File: config.mk
export PLATFORM = sky130hd
export DESIGN_NAME = phase_delay_trimmed_mean
export DESIGN_NICKNAME = d
export VERILOG_FILES = /design/src/pdtm_pkg.sv /design/src/phase_delay_trimmed_mean.sv /design/src/pdtm_ram.sv /design/src/pdtm_div.sv /design/src/pdtm_dp.sv /design/src/pdtm_ctrl.sv
export VERILOG_INCLUDE_DIRS = /design/src /design/src/src
export SDC_FILE = /design/constraint.sdc
export NUM_CORES = 2
export LEC_CHECK = 0
export BUFFER_PORTS_ARGS = -buffer_cell sky130_fd_sc_hd__buf_2
export CAP_MARGIN = 25
export CELL_PAD_IN_SITES_DETAIL_PLACEMENT = 1
export CELL_PAD_IN_SITES_GLOBAL_PLACEMENT = 1
export CORE_MARGIN = 2
export CORE_UTILIZATION = 55
export CTS_BUF_LIST = sky130_fd_sc_hd__clkbuf_8
export DETAILED_ROUTE_END_ITERATION = 10
export GPL_ROUTABILITY_DRIVEN = 0
export PLACE_DENSITY = 0.86
export SYNTH_ARGS = -nofsm -noshare
export SYNTH_HDL_FRONTEND = slang
export SYNTH_SLANG_ARGS = --single-unit
export TNS_END_PERCENT = 10
File: constraint.sdc
create_clock -name i_clk -period 9.67 [get_ports i_clk]
set_clock_uncertainty 0.1 [all_clocks]
set_input_delay 0 -clock i_clk [delete_from_list [all_inputs] [get_ports i_clk]]
set_output_delay 0 -clock i_clk [all_outputs]
set_load 0.1 [all_outputs]
File: src/phase_delay_trimmed_mean_assert.svh
// Assertion macros shared by the phase delay trimmed mean RTL
`ifndef PHASE_DELAY_TRIMMED_MEAN_ASSERT_SVH
`define PHASE_DELAY_TRIMMED_MEAN_ASSERT_SVH
`ifndef SYNTHESIS
`define PDTM_ASSERT(lbl, clk, rst_n, prop, msg) \
    lbl: assert property (@(posedge clk) disable iff (!rst_n) prop) else $error(msg);
`define PDTM_ASSERT_ALWAYS(lbl, clk, prop, msg) \
    lbl: assert property (@(posedge clk) prop) else $error(msg);
`else
`define PDTM_ASSERT(lbl, clk, rst_n, prop, msg)
`define PDTM_ASSERT_ALWAYS(lbl, clk, prop, msg)
`endif
`endif

File: src/pdtm_pkg.sv
// Shared widths, constants and controller/datapath interface types
package pdtm_pkg;

    localparam int PHASE_W  = 16;
    localparam int CALIB_W  = 17;
    localparam int EST_W    = 15;
    localparam int SAMPLE_W = 15;
    localparam int DIFF_W   = 19;   // a - b - bias - calib never leaves +-2^18
    localparam int DMAG_W   = 15;   // |d| of an in-range difference
    localparam int SNUM_W   = DMAG_W + 2;   // 5|d| + 4 of an in-range difference

    localparam int BATCH_LEN_DEF = 50;

    localparam int PHASE_BIAS = 5100;
    localparam int HALF_TURN  = 18000;
    localparam int OUT_LIMIT  = 10000;
    // sample = round(5|d|/9) = (5|d| + 4) / 9, sign restored afterwards
    localparam int SAMPLE_RND = 4;
    localparam int SAMPLE_DEN = 9;

    typedef struct packed {
        logic accept;      // latch sign, start sample scaling
        logic key_load;    // latch rounded sample, start insertion
        logic ins_step;    // shift one entry up
        logic ins_place;   // write key at its slot
        logic rd_shift;    // read address follows insertion pointer
        logic rd_sum;      // read address follows sum sweep
        logic sum_init;
        logic sum_run;
        logic est_start;   // start estimate scaling
        logic emit;        // register estimate, pulse strobe
    } t_dp_cmd;

    typedef struct packed {
        logic in_range;
        logic div_done;
        logic j_zero;
        logic gt;
        logic last_sample;
        logic sum_done;
    } t_dp_status;

endpackage

File: src/phase_delay_trimmed_mean.sv
// Top level of the phase delay trimmed mean estimator
// A word (phase_a, phase_b) is taken when start is high while busy is low.
// A pair whose difference is not strictly inside +-180 degrees is dropped
// as it is taken and busy stays low. Any other pair holds busy high after it
// is taken, for the reciprocal scaling to hundredths and for the insertion
// sort walking down the sample RAM, one entry per cycle, over k entries where
// k <= fill count. The pair that closes a batch adds a sweep over the
// middle entries and the estimate scaling. The estimate appears on
// o_delay_estimate with o_valid high for exactly one cycle, the first cycle
// with busy low again; there is no backpressure, so capture it then.
module phase_delay_trimmed_mean import pdtm_pkg::*; #(
    parameter int BATCH_LEN = BATCH_LEN_DEF
) (
    input  logic                       i_clk,
    input  logic                       i_rst_n,
    input  logic                       start,
    output logic                       busy,
    input  logic                       i_cfg_we,
    input  logic signed [CALIB_W-1:0]  i_cfg_wdata,
    input  logic signed [PHASE_W-1:0]  i_phase_a,
    input  logic signed [PHASE_W-1:0]  i_phase_b,
    output logic                       o_valid,
    output logic signed [EST_W-1:0]    o_delay_estimate
);

    t_dp_cmd    w_cmd;
    t_dp_status w_status;

    pdtm_ctrl u_ctrl (
        .i_clk    (i_clk),
        .i_rst_n  (i_rst_n),
        .i_start  (start),
        .i_status (w_status),
        .o_cmd    (w_cmd),
        .o_busy   (busy)
    );

    pdtm_dp #(
        .BATCH_LEN (BATCH_LEN)
    ) u_dp (
        .i_clk            (i_clk),
        .i_rst_n          (i_rst_n),
        .i_cfg_we         (i_cfg_we),
        .i_cfg_wdata      (i_cfg_wdata),
        .i_phase_a        (i_phase_a),
        .i_phase_b        (i_phase_b),
        .i_cmd            (w_cmd),
        .o_status         (w_status),
        .o_valid          (o_valid),
        .o_delay_estimate (o_delay_estimate)
    );

endmodule

File: src/pdtm_ram.sv
// Generic single write, single read RAM with registered read data
module pdtm_ram import pdtm_pkg::*; #(
    parameter int WIDTH = SAMPLE_W,
    parameter int DEPTH = BATCH_LEN_DEF
) (
    input  logic                             i_clk,
    input  logic                             i_we,
    input  logic [$clog2(DEPTH)-1:0]         i_waddr,
    input  logic [WIDTH-1:0]                 i_wdata,
    input  logic [$clog2(DEPTH)-1:0]         i_raddr,
    output logic [WIDTH-1:0]                 o_rdata
);

    logic [WIDTH-1:0] r_mem [DEPTH];
    logic [WIDTH-1:0] r_rdata;

    always_ff @(posedge i_clk) begin
        if (i_we) begin
            r_mem[i_waddr] <= i_wdata;
        end
        r_rdata <= r_mem[i_raddr];
    end

    assign o_rdata = r_rdata;

endmodule

File: src/pdtm_div.sv
// Unsigned divide by a constant: reciprocal multiply, numerator and product registered in turn
module pdtm_div import pdtm_pkg::*; #(
    parameter int NUM_W = SNUM_W,
    parameter int DEN   = SAMPLE_DEN
) (
    input  logic             i_clk,
    input  logic             i_rst_n,
    input  logic             i_start,
    input  logic [NUM_W-1:0] i_num,
    output logic             o_done,
    output logic [NUM_W-1:0] o_quot
);

    // floor(n * RECIP / 2^SHIFT) == floor(n / DEN) for every n < 2^NUM_W,
    // since RECIP * DEN - 2^SHIFT < DEN <= 2^(SHIFT - NUM_W)
    localparam int SHIFT  = NUM_W + $clog2(DEN);
    localparam int REC_W  = NUM_W + 1;
    localparam int PROD_W = NUM_W + REC_W;
    localparam longint unsigned RECIP_FULL =
        ((64'd1 << SHIFT) + 64'(DEN) - 64'd1) / 64'(DEN);
    localparam logic [REC_W-1:0] RECIP = REC_W'(RECIP_FULL);

    logic [NUM_W-1:0]  r_num;
    logic [PROD_W-1:0] r_prod;
    logic              r_num_v;
    logic              r_done;

    always_ff @(posedge i_clk) begin
        if (!i_rst_n) begin
            r_num_v <= 1'b0;
            r_done  <= 1'b0;
        end else begin
            r_num_v <= i_start;
            r_done  <= r_num_v;
        end
    end

    always_ff @(posedge i_clk) begin
        if (i_start) begin
            r_num <= i_num;
        end
        if (r_num_v) begin
            r_prod <= PROD_W'(r_num) * PROD_W'(RECIP);
        end
    end

    assign o_done = r_done;
    assign o_quot = NUM_W'(r_prod[PROD_W-1:SHIFT]);

endmodule

File: src/pdtm_dp.sv
// Datapath: difference, constant scaling, sorted sample store, trimmed sum
`include "phase_delay_trimmed_mean_assert.svh"
module pdtm_dp import pdtm_pkg::*; #(
    parameter int BATCH_LEN = BATCH_LEN_DEF
) (
    input  logic                       i_clk,
    input  logic                       i_rst_n,
    input  logic                       i_cfg_we,
    input  logic signed [CALIB_W-1:0]  i_cfg_wdata,
    input  logic signed [PHASE_W-1:0]  i_phase_a,
    input  logic signed [PHASE_W-1:0]  i_phase_b,
    input  t_dp_cmd                    i_cmd,
    output t_dp_status                 o_status,
    output logic                       o_valid,
    output logic signed [EST_W-1:0]    o_delay_estimate
);

    localparam int AW      = $clog2(BATCH_LEN);
    localparam int TRIM    = BATCH_LEN / 4;
    localparam int KEND    = BATCH_LEN - TRIM;
    localparam int SUM_W   = SAMPLE_W + $clog2(BATCH_LEN);
    localparam int ENUM_W  = SUM_W + 4;
    // estimate = round(11|S|/6N) = (11|S| + 3N) / 6N
    localparam int EST_RND = 3 * BATCH_LEN;
    localparam int EST_DEN = 6 * BATCH_LEN;

    localparam logic signed [DIFF_W-1:0] LIM_HI  = DIFF_W'(HALF_TURN);
    localparam logic signed [DIFF_W-1:0] LIM_LO  = -LIM_HI;
    localparam logic signed [EST_W-1:0]  EST_MAX = EST_W'(OUT_LIMIT);

    logic signed [CALIB_W-1:0]  r_calib;
    logic signed [SAMPLE_W-1:0] r_key;
    logic                       r_neg;
    logic [AW-1:0]              r_fill;
    logic [AW-1:0]              r_j;
    logic [AW-1:0]              r_k;
    logic                       r_acc_v;
    logic signed [SUM_W-1:0]    r_sum;
    logic signed [EST_W-1:0]    r_est;
    logic                       r_out_valid;

    logic signed [DIFF_W-1:0]   w_diff;
    logic signed [DIFF_W-1:0]   w_dabs;
    logic [DMAG_W+1:0]          w_mag5;
    logic [SNUM_W-1:0]          w_samp_num;
    logic [SUM_W-1:0]           w_smag;
    logic [ENUM_W-1:0]          w_mag11;
    logic [ENUM_W-1:0]          w_est_num;
    logic                       w_sdiv_done;
    logic                       w_ediv_done;
    logic [SNUM_W-1:0]          w_squot;
    logic [ENUM_W-1:0]          w_equot;
    logic [SAMPLE_W-1:0]        w_q_samp;
    logic [EST_W-2:0]           w_qsat;
    logic signed [EST_W-1:0]    w_est;
    logic [AW-1:0]              w_raddr;
    logic [SAMPLE_W-1:0]        w_rdata;
    logic                       w_we;
    logic [SAMPLE_W-1:0]        w_wdata;

    // phase difference and its rounded scaling to hundredths
    assign w_diff = DIFF_W'(i_phase_a) - DIFF_W'(i_phase_b)
                  - DIFF_W'(PHASE_BIAS) - DIFF_W'(r_calib);
    assign w_dabs = w_diff[DIFF_W-1] ? -w_diff : w_diff;
    assign w_mag5 = {w_dabs[DMAG_W-1:0], 2'b00} + {2'b00, w_dabs[DMAG_W-1:0]};
    assign w_samp_num = w_mag5 + SNUM_W'(SAMPLE_RND);

    // trimmed sum times 11, rounded over 6N
    assign w_smag  = r_sum[SUM_W-1] ? SUM_W'(-r_sum) : SUM_W'(r_sum);
    assign w_mag11 = {1'b0, w_smag, 3'b000} + {3'b000, w_smag, 1'b0}
                   + {4'b0000, w_smag};
    assign w_est_num = w_mag11 + ENUM_W'(EST_RND);

    pdtm_div #(
        .NUM_W (SNUM_W),
        .DEN   (SAMPLE_DEN)
    ) u_sdiv (
        .i_clk   (i_clk),
        .i_rst_n (i_rst_n),
        .i_start (i_cmd.accept),
        .i_num   (w_samp_num),
        .o_done  (w_sdiv_done),
        .o_quot  (w_squot)
    );

    pdtm_div #(
        .NUM_W (ENUM_W),
        .DEN   (EST_DEN)
    ) u_ediv (
        .i_clk   (i_clk),
        .i_rst_n (i_rst_n),
        .i_start (i_cmd.est_start),
        .i_num   (w_est_num),
        .o_done  (w_ediv_done),
        .o_quot  (w_equot)
    );

    assign w_q_samp = w_squot[SAMPLE_W-1:0];
    assign w_qsat   = (w_equot > ENUM_W'(OUT_LIMIT)) ? (EST_W-1)'(OUT_LIMIT)
                                                     : w_equot[EST_W-2:0];
    assign w_est    = r_neg ? -$signed({1'b0, w_qsat}) : $signed({1'b0, w_qsat});

    // read address: two slots below the insertion point, sum sweep, or top of fill
    always_comb begin
        priority if (i_cmd.rd_sum) begin
            w_raddr = r_k;
        end else if (i_cmd.rd_shift) begin
            w_raddr = (r_j >= AW'(2)) ? r_j - AW'(2) : '0;
        end else begin
            w_raddr = (r_fill != '0) ? r_fill - AW'(1) : '0;
        end
    end

    assign w_we    = i_cmd.ins_step | i_cmd.ins_place;
    assign w_wdata = i_cmd.ins_step ? w_rdata : r_key;

    pdtm_ram #(
        .WIDTH (SAMPLE_W),
        .DEPTH (BATCH_LEN)
    ) u_store (
        .i_clk   (i_clk),
        .i_we    (w_we),
        .i_waddr (r_j),
        .i_wdata (w_wdata),
        .i_raddr (w_raddr),
        .o_rdata (w_rdata)
    );

    always_ff @(posedge i_clk) begin
        if (!i_rst_n) begin
            r_calib     <= '0;
            r_fill      <= '0;
            r_acc_v     <= 1'b0;
            r_out_valid <= 1'b0;
        end else begin
            if (i_cfg_we) begin
                r_calib <= i_cfg_wdata;
            end
            if (i_cmd.ins_place) begin
                r_fill <= (r_fill == AW'(BATCH_LEN - 1)) ? '0 : r_fill + AW'(1);
            end
            if (i_cmd.sum_init) begin
                r_acc_v <= 1'b0;
            end else if (i_cmd.sum_run) begin
                r_acc_v <= (r_k != AW'(KEND));
            end
            r_out_valid <= i_cmd.emit;
        end
    end

    always_ff @(posedge i_clk) begin
        if (i_cmd.accept) begin
            r_neg <= w_diff[DIFF_W-1];
        end else if (i_cmd.est_start) begin
            r_neg <= r_sum[SUM_W-1];
        end
        if (i_cmd.key_load) begin
            r_key <= r_neg ? -$signed(w_q_samp) : $signed(w_q_samp);
            r_j   <= r_fill;
        end else if (i_cmd.ins_step) begin
            r_j <= r_j - AW'(1);
        end
        if (i_cmd.sum_init) begin
            r_k   <= AW'(TRIM);
            r_sum <= '0;
        end else if (i_cmd.sum_run) begin
            if (r_k != AW'(KEND)) begin
                r_k <= r_k + AW'(1);
            end
            if (r_acc_v) begin
                r_sum <= r_sum + SUM_W'($signed(w_rdata));
            end
        end
        if (i_cmd.emit) begin
            r_est <= w_est;
        end
    end

    assign o_status.in_range    = (w_diff > LIM_LO) && (w_diff < LIM_HI);
    assign o_status.div_done    = w_sdiv_done | w_ediv_done;
    assign o_status.j_zero      = (r_j == '0);
    assign o_status.gt          = $signed(w_rdata) > r_key;
    assign o_status.last_sample = (r_fill == AW'(BATCH_LEN - 1));
    assign o_status.sum_done    = (r_k == AW'(KEND)) && !r_acc_v;

    assign o_valid          = r_out_valid;
    assign o_delay_estimate = r_est;

    `PDTM_ASSERT(a_strobe_single, i_clk, i_rst_n, r_out_valid |=> !r_out_valid,
        "result strobe held longer than one cycle")
    `PDTM_ASSERT(a_est_limits, i_clk, i_rst_n,
        r_out_valid |-> (r_est <= EST_MAX && r_est >= -EST_MAX),
        "estimate outside saturation limits")
    `PDTM_ASSERT(a_batch_restart, i_clk, i_rst_n, r_out_valid |-> (r_fill == '0),
        "result emitted without restarting the batch")

endmodule

File: src/pdtm_ctrl.sv
// Controller state machine sequencing divide, insertion, sum and emit
module pdtm_ctrl import pdtm_pkg::*; (
    input  logic       i_clk,
    input  logic       i_rst_n,
    input  logic       i_start,
    input  t_dp_status i_status,
    output t_dp_cmd    o_cmd,
    output logic       o_busy
);

    typedef enum logic [4:0] {
        ST_IDLE = 5'b00001,
        ST_SDIV = 5'b00010,
        ST_INS  = 5'b00100,
        ST_SUM  = 5'b01000,
        ST_EDIV = 5'b10000
    } t_state;

    t_state  r_state, n_state;
    t_dp_cmd w_cmd;

    always_comb begin
        n_state = r_state;
        w_cmd   = '0;
        unique case (r_state)
            ST_IDLE: begin
                // out-of-range pairs are taken and dropped here
                if (i_start && i_status.in_range) begin
                    w_cmd.accept = 1'b1;
                    n_state      = ST_SDIV;
                end
            end
            ST_SDIV: begin
                if (i_status.div_done) begin
                    w_cmd.key_load = 1'b1;
                    n_state        = ST_INS;
                end
            end
            ST_INS: begin
                w_cmd.rd_shift = 1'b1;
                if (!i_status.j_zero && i_status.gt) begin
                    w_cmd.ins_step = 1'b1;
                end else begin
                    w_cmd.ins_place = 1'b1;
                    if (i_status.last_sample) begin
                        w_cmd.sum_init = 1'b1;
                        n_state        = ST_SUM;
                    end else begin
                        n_state = ST_IDLE;
                    end
                end
            end
            ST_SUM: begin
                w_cmd.rd_sum  = 1'b1;
                w_cmd.sum_run = 1'b1;
                if (i_status.sum_done) begin
                    w_cmd.est_start = 1'b1;
                    n_state         = ST_EDIV;
                end
            end
            ST_EDIV: begin
                if (i_status.div_done) begin
                    w_cmd.emit = 1'b1;
                    n_state    = ST_IDLE;
                end
            end
            default: begin
                n_state = ST_IDLE;
            end
        endcase
    end

    always_ff @(posedge i_clk) begin
        if (!i_rst_n) begin
            r_state <= ST_IDLE;
        end else begin
            r_state <= n_state;
        end
    end

    assign o_cmd  = w_cmd;
    assign o_busy = (r_state != ST_IDLE);

endmodule

# Yosys cells after proc, flatten, opt, wreduce, memory -nomap -nowiden
# Memories as Yosys holds them, arrays and structs flattened. A register that Yosys moved wholly into a read port is not among the register bits.
# Cells that the tools add are included.
# word_totals
register_bits	226
latchBits	0
ram_bits	750
romBits	0
inputBits	53
elab_cells	116
mem_count	1
# classes
n_addsub	18
multipliers	2
n_div	0
n_lt_le_gt_ge	5
eq_ne	14
n_shift	0
muxes	38
bitwise_logic	3
reduce_logical	14
# memory_table
memory	depth	word_bits	rd	rd_clocked_by_memory_dff	wr	line_no	text
u_dp.u_store.r_mem	50	15	1	1	1	pdtm_ram.sv:14	logic [WIDTH-1:0] r_mem [DEPTH];
# ops
cell	count
$mul A25 B26 Y51 const B	1
$mux W14	3
$mux W6	7
$mul A17 B18 Y35 const B	1
$mux W15	2
$neg A14 Y15	2
$add A24 B22 Y25	1
$add A25 B21 Y25	1
$add A25 B8 Y25 const B	1
$mux W5	5
$pmux W5 S5	1
$add A21 B15 Y21	1
$mux W21	1
$neg A21 Y21	1
$gt A19 B16 Y1 const B	1
$lt A19 B16 Y1 const B	1
$sub A19 B14 Y19 const B	1
$sub A19 B17 Y19	1
$add A17 B15 Y17	1
$add A17 B3 Y17 const B	1
$gt A17 B14 Y1 const B	1
$sub A16 B16 Y17	1
$mux W1	16
$gt A15 B15 Y1	1
other kinds (28)	41

# Depth between registers and ports, before layout
# depth
depth_word	9
mapped_depth	38
depth_no_buf	38

# Hierarchy
# A second synthesis with hierarchy kept.
# unflattened
hier_cells	4672
hier_area_um2	58805.1
# modules_own_cells
module	n_inst	cells_per_inst	area_per_inst_um2	seq_area_each_um2
pdtm_ram	1	1597	29731.0	22821.9
pdtm_div at u_dp.u_ediv	1	1203	12419.4	1301.2
pdtm_dp	1	1281	10530.1	2152.1
pdtm_div at u_dp.u_sdiv	1	550	5760.5	970.9
pdtm_ctrl	1	41	364.1	100.1

# Worst setup path after synthesis
# OpenSTA, ideal clock, no wires.
# synth_timing
kind	in2reg
startpoint	in i_phase_a[0]
endpoint	reg u_dp.u_sdiv.r_num[15], data pin
t_arrival_ns	6.746
t_required_ns	9.312
setup_slack_ns	2.566
cell_stages	35
cell_sequence	inv_1 -> ha_1 -> inv_1 -> fa_1 -> a21o_1 -> a21oi_1 -> o21ai_0 -> a21oi_1 -> nor2b_1 -> o21a_1 -> o31a_1 -> o41ai_1 -> o21ai_0 -> a211o_1 -> ha_1 -> inv_1 -> ha_1 -> nand2_1 -> o21a_1 -> a211oi_1 -> a31oi_1 -> xnor2_1 -> ha_1 -> ha_1 -> fa_1 -> a21o_1 -> a21oi_1 -> o21bai_1 -> a21oi_1 -> o21bai_1 -> a21oi_1 -> nor2b_1 -> o21a_1 -> o41a_1 -> xor2_1
# synth_via
elab_chain_cells	7
# synth_lines
element	line_no	text
from (decl)	phase_delay_trimmed_mean.sv:20	input logic signed [PHASE_W-1:0] i_phase_a,
$sub A16 B16 Y17 *	pdtm_dp.sv:62	assign w_diff = DIFF_W'(i_phase_a) - DIFF_W'(i_phase_b)
$sub A19 B14 Y19 *	pdtm_dp.sv:63	- DIFF_W'(PHASE_BIAS) - DIFF_W'(r_calib);
$sub A19 B17 Y19 *	pdtm_dp.sv:63	
$neg A15 Y15	pdtm_dp.sv:64	assign w_dabs = w_diff[DIFF_W-1] ? -w_diff : w_diff;
$mux W15 *	pdtm_dp.sv:64	
$add A17 B15 Y17 *	pdtm_dp.sv:65	assign w_mag5 = {w_dabs[DMAG_W-1:0], 2'b00} + {2'b00, w_dabs[DMAG_W-1:0]};
$add A17 B3 Y17 *	pdtm_dp.sv:66	assign w_samp_num = w_mag5 + SNUM_W'(SAMPLE_RND);
via u_dp.u_sdiv.i_num[15]	pdtm_div.sv:9	input logic [NUM_W-1:0] i_num,
to (signal assigned)	pdtm_div.sv:40	r_num <= i_num;
to (decl)	pdtm_div.sv:23	logic [NUM_W-1:0] r_num;
# The timed path passes the listed nets; every way through them passes the cells marked *.
# A chain may end at the register's enable or synchronous reset.

# Worst setup path in the final report
# layout_timing
startpoint	in i_phase_b[0]
endpoint	reg u_dp.u_sdiv.r_num[15], data pin
# layout_via
elab_chain_cells	7
# layout_lines
element	line_no	text
from (decl)	phase_delay_trimmed_mean.sv:21	input logic signed [PHASE_W-1:0] i_phase_b,
$sub A16 B16 Y17 *	pdtm_dp.sv:62	
$sub A19 B14 Y19 *	pdtm_dp.sv:63	
$sub A19 B17 Y19 *	pdtm_dp.sv:63	
$neg A15 Y15	pdtm_dp.sv:64	
$mux W15 *	pdtm_dp.sv:64	
$add A17 B15 Y17 *	pdtm_dp.sv:65	
$add A17 B3 Y17 *	pdtm_dp.sv:66	
via u_dp.u_sdiv.i_num[15]	pdtm_div.sv:9	
# Marks and branches as above.

==> results.toml <==
[worst_hold_path]
hold_path.class = "in2reg"

[clocking]
clockBufferDepth = 3
cts_tree = "built"
post_cts_resize_count = 0
h-tree-depth = 4
clk_latency_ns = 0.88
path_clk_slew_ns = 0.07
post_cts_buffers = 0
ctsHoldBuffers = 74
numCtsBuffers = 152
root_buffer = "clkbuf_8"
cts.sinks = 936

[yosys]
synth-warning-count = 0
netlist_instances = 4373
seq_area_frac_synth = 0.478
syn_nets = 5329
synth.ff_latch_count = 936
synth-async-reset-ratio = 0
synth_cell_type_count = 80
syn-cell-area_um2 = 57300
synth_edf_count = 860
synth_ff_type = "edfxtp_1"
avgSynthCellArea_um2 = 13.1

[outcome]
outcome = "complete, but fails checks"
violations = "capacitance limit, slew limit"

[worst_setup_path]
startpoint_type = "input pin"
worstPathRequired_ns = 10.19
cp-end-kind = "register"
worst_path_largest_cell_delay_ns = 0.51
crit_arrival_ns = 8.62
slowest_stage = "dlygate4sd3_1"
worstSetupPathType = "in2reg"
cp_top_family = "compound AO/OA/AOI/OAI gates"
path_buf_inv = 5
crit_path_max_fanout = 7

[drt]
dr.pass1.iters = 5
drc = 0
initialDrtViolationCount = 4523
antenna_left = 0
drt-total-wl_mm = 187
viasPerCell = 6.43
vias = 39500
wl_per_cell_um = 30.4

[grt]
grt_max_degree = 111
track_usage = 0.329
antenna_found_initial = 10
first_global_vias = 42700
grt_pass1_wl_mm = 263
grt_overflow = 0

[layout]
final_area_um2 = 63600
final_nets = 5601
layout_common_cells = "edfxtp_1, inv_1, ha_1, fa_1, nand2_1"
area_growth_pct = 11.1
fin_cells = 6147
nFillCells = 10100
drive_gt1_frac = 0.118
final_common_cell = "edfxtp_1"

[floorplan]
fp.dieW_um = 327
coreArea_um2 = 103000
io_pins = 70
start_util = 0.554
die_h_um = 327
rows = 118
die-area_um2 = 107000

[sta]
fin_crit_sh = 0.838
hold_viol = 0
setup_viol = 0
rsz0062_at_grt = "false"
drv_slew = 3
slew_headroom = -0.112
tightest_slew_ns = 1.66
max_freq_mhz = 123
fin_tns_setup_ns = 0
finalWorstSetupSlack_ns = 1.57
min_period_ns = 8.10

[pwr]
p_int_mw = 12.7
netSwitchingFraction = 0.449
p_sw_mw = 10.3
peakVddDrop_uv = 943
finalPower_mw = 23.0
pwr-share-comb = 0.624
p_leak_nw = 27.0
clkPwrFrac = 0.152
pwr_density_cell_nw_per_um2 = 361
sequentialPowerShare = 0.225

[placed_design]
place_ws_ns = 1.74
dp_hpwl_mm = 112
io_buffers = 69
place_inst = 5771
place_area_um2 = 59500

[run]
maxCapViolCount = 1
## worst register-to-register path: cells and delay by family (launching register included)
kind            cells  cell delay (ns)
buf+inv             5             0.47
xor+xnor            1             0.09
simple gates        2             0.28
flops               1             0.56
compound gates      7             2.46
fa+ha+maj           8             3.62
## metal layers
layer	track usage	up-vias	share of wire
met4	0.172	14	0.061
met3	0.0650	744	0.095
met1	0.407	20000	0.36
li1	-	16100	-
met2	0.549	2689	0.49
met5	0.00399	-	0.00058
## state kept, by name (all words and copies together), names as in the netlist, 5 cells and up
name and count:
u_dp.r_fill 6, u_dp.r_key 15, u_dp.r_sum 21, u_dp.u_store.o_rdata 15, u_dp.u_ediv.r_prod 17, u_ctrl.r_state 5
u_dp.r_j 6, u_dp.r_calib 17, u_dp.r_k 6, u_dp.u_sdiv.r_prod 14, u_dp.u_ediv.r_num 25, u_dp.u_sdiv.r_num 17
u_dp.u_store.r_mem 750, u_dp.o_delay_estimate 15
## Yosys cell counts, types with 15 or more instances
library cell	count	share of area
fa_1	343	0.12
xor2_1	55	0.0084
inv_1	685	0.045
o211ai_1	16	0.0021
dfxtp_1	76	0.027
mux2_2	15	0.0030
a21oi_1	152	0.013
nor2_1	202	0.013
edfxtp_1	860	0.45
o21ai_0	79	0.0069
a2111oi_0	18	0.0028
o21a_1	29	0.0038
nand4_1	20	0.0022
clkbuf_1	66	0.0043
nand2b_1	17	0.0019
mux2i_1	93	0.016
nand3_1	115	0.010
a21o_1	39	0.0051
nand2_1	292	0.019
a221oi_1	27	0.0041
a211oi_1	17	0.0022
nor3_1	46	0.0040
mux4_2	151	0.059
buf_2	37	0.0032
nor2b_1	18	0.0020
ha_1	560	0.12
a31oi_1	16	0.0017
xnor2_1	115	0.018
## final timing paths
kind	start	endpoint	slack [ns]	cells after the start
worst max-delay path	i_phase_b[0]	u_dp.u_sdiv.r_num[15]	1.57	37
worst min-delay path	i_rst_n	u_dp.o_valid	0.08	3
worst max register to register	u_dp.u_ediv.r_num[4]	u_dp.u_ediv.r_prod[49]	1.87	23
worst min register to register	u_dp.r_sum[18]	u_dp.r_sum[18]	0.44	2
## through the flow
step | utilization | hold WS, ns
final | 0.615 | 0.0811
after global routing | 0.615 | 0.0528
after detailed placement | 0.576 | 0.150
after floorplan | - | -0.0111
after CTS | 0.610 | 0.00867
after global placement | 0.575 | 0.133
## power groups by stage
stage / logic [mW] / registers (mW) / clock network (mW)
final: 14.3 / 5.16 / 3.48
after global routing: 15.8 / 5.16 / 3.61
after CTS: 13.6 / 5.16 / 3.40
after detailed placement: 13.3 / 5.24 / 0
after global placement: 12.3 / 5.24 / 0
after floorplan: 9.92 / 5.23 / 0
## cell type report
class | instances | area (um^2) | area share
flip-flops and latches | 936 | 27300 | 0.430
multi-input cells | 2635 | 27000 | 0.424
inverters | 686 | 2570 | 0.0405
clock buffers | 159 | 2190 | 0.0344
repair buffers | 234 | 2130 | 0.0335
well taps | 1380 | 1730 | 0.0272
clock inverters | 113 | 649 | 0.0102
diodes | 4 | 10.0 | 0.000157
## logic make-up after synthesis
| group | share of synthesized area |
|---|---|
| AO/OA/AOI/OAI | 0.0587 |
| XOR/XNOR | 0.0260 |
| adder cells (fa/ha/maj) | 0.242 |
| buffers and inverters | 0.0538 |
| flip-flops | 0.478 |
| multiplexers | 0.0788 |
| AND/OR/NAND/NOR | 0.0627 |
Note: power is estimated with default switching activity, not from simulation.
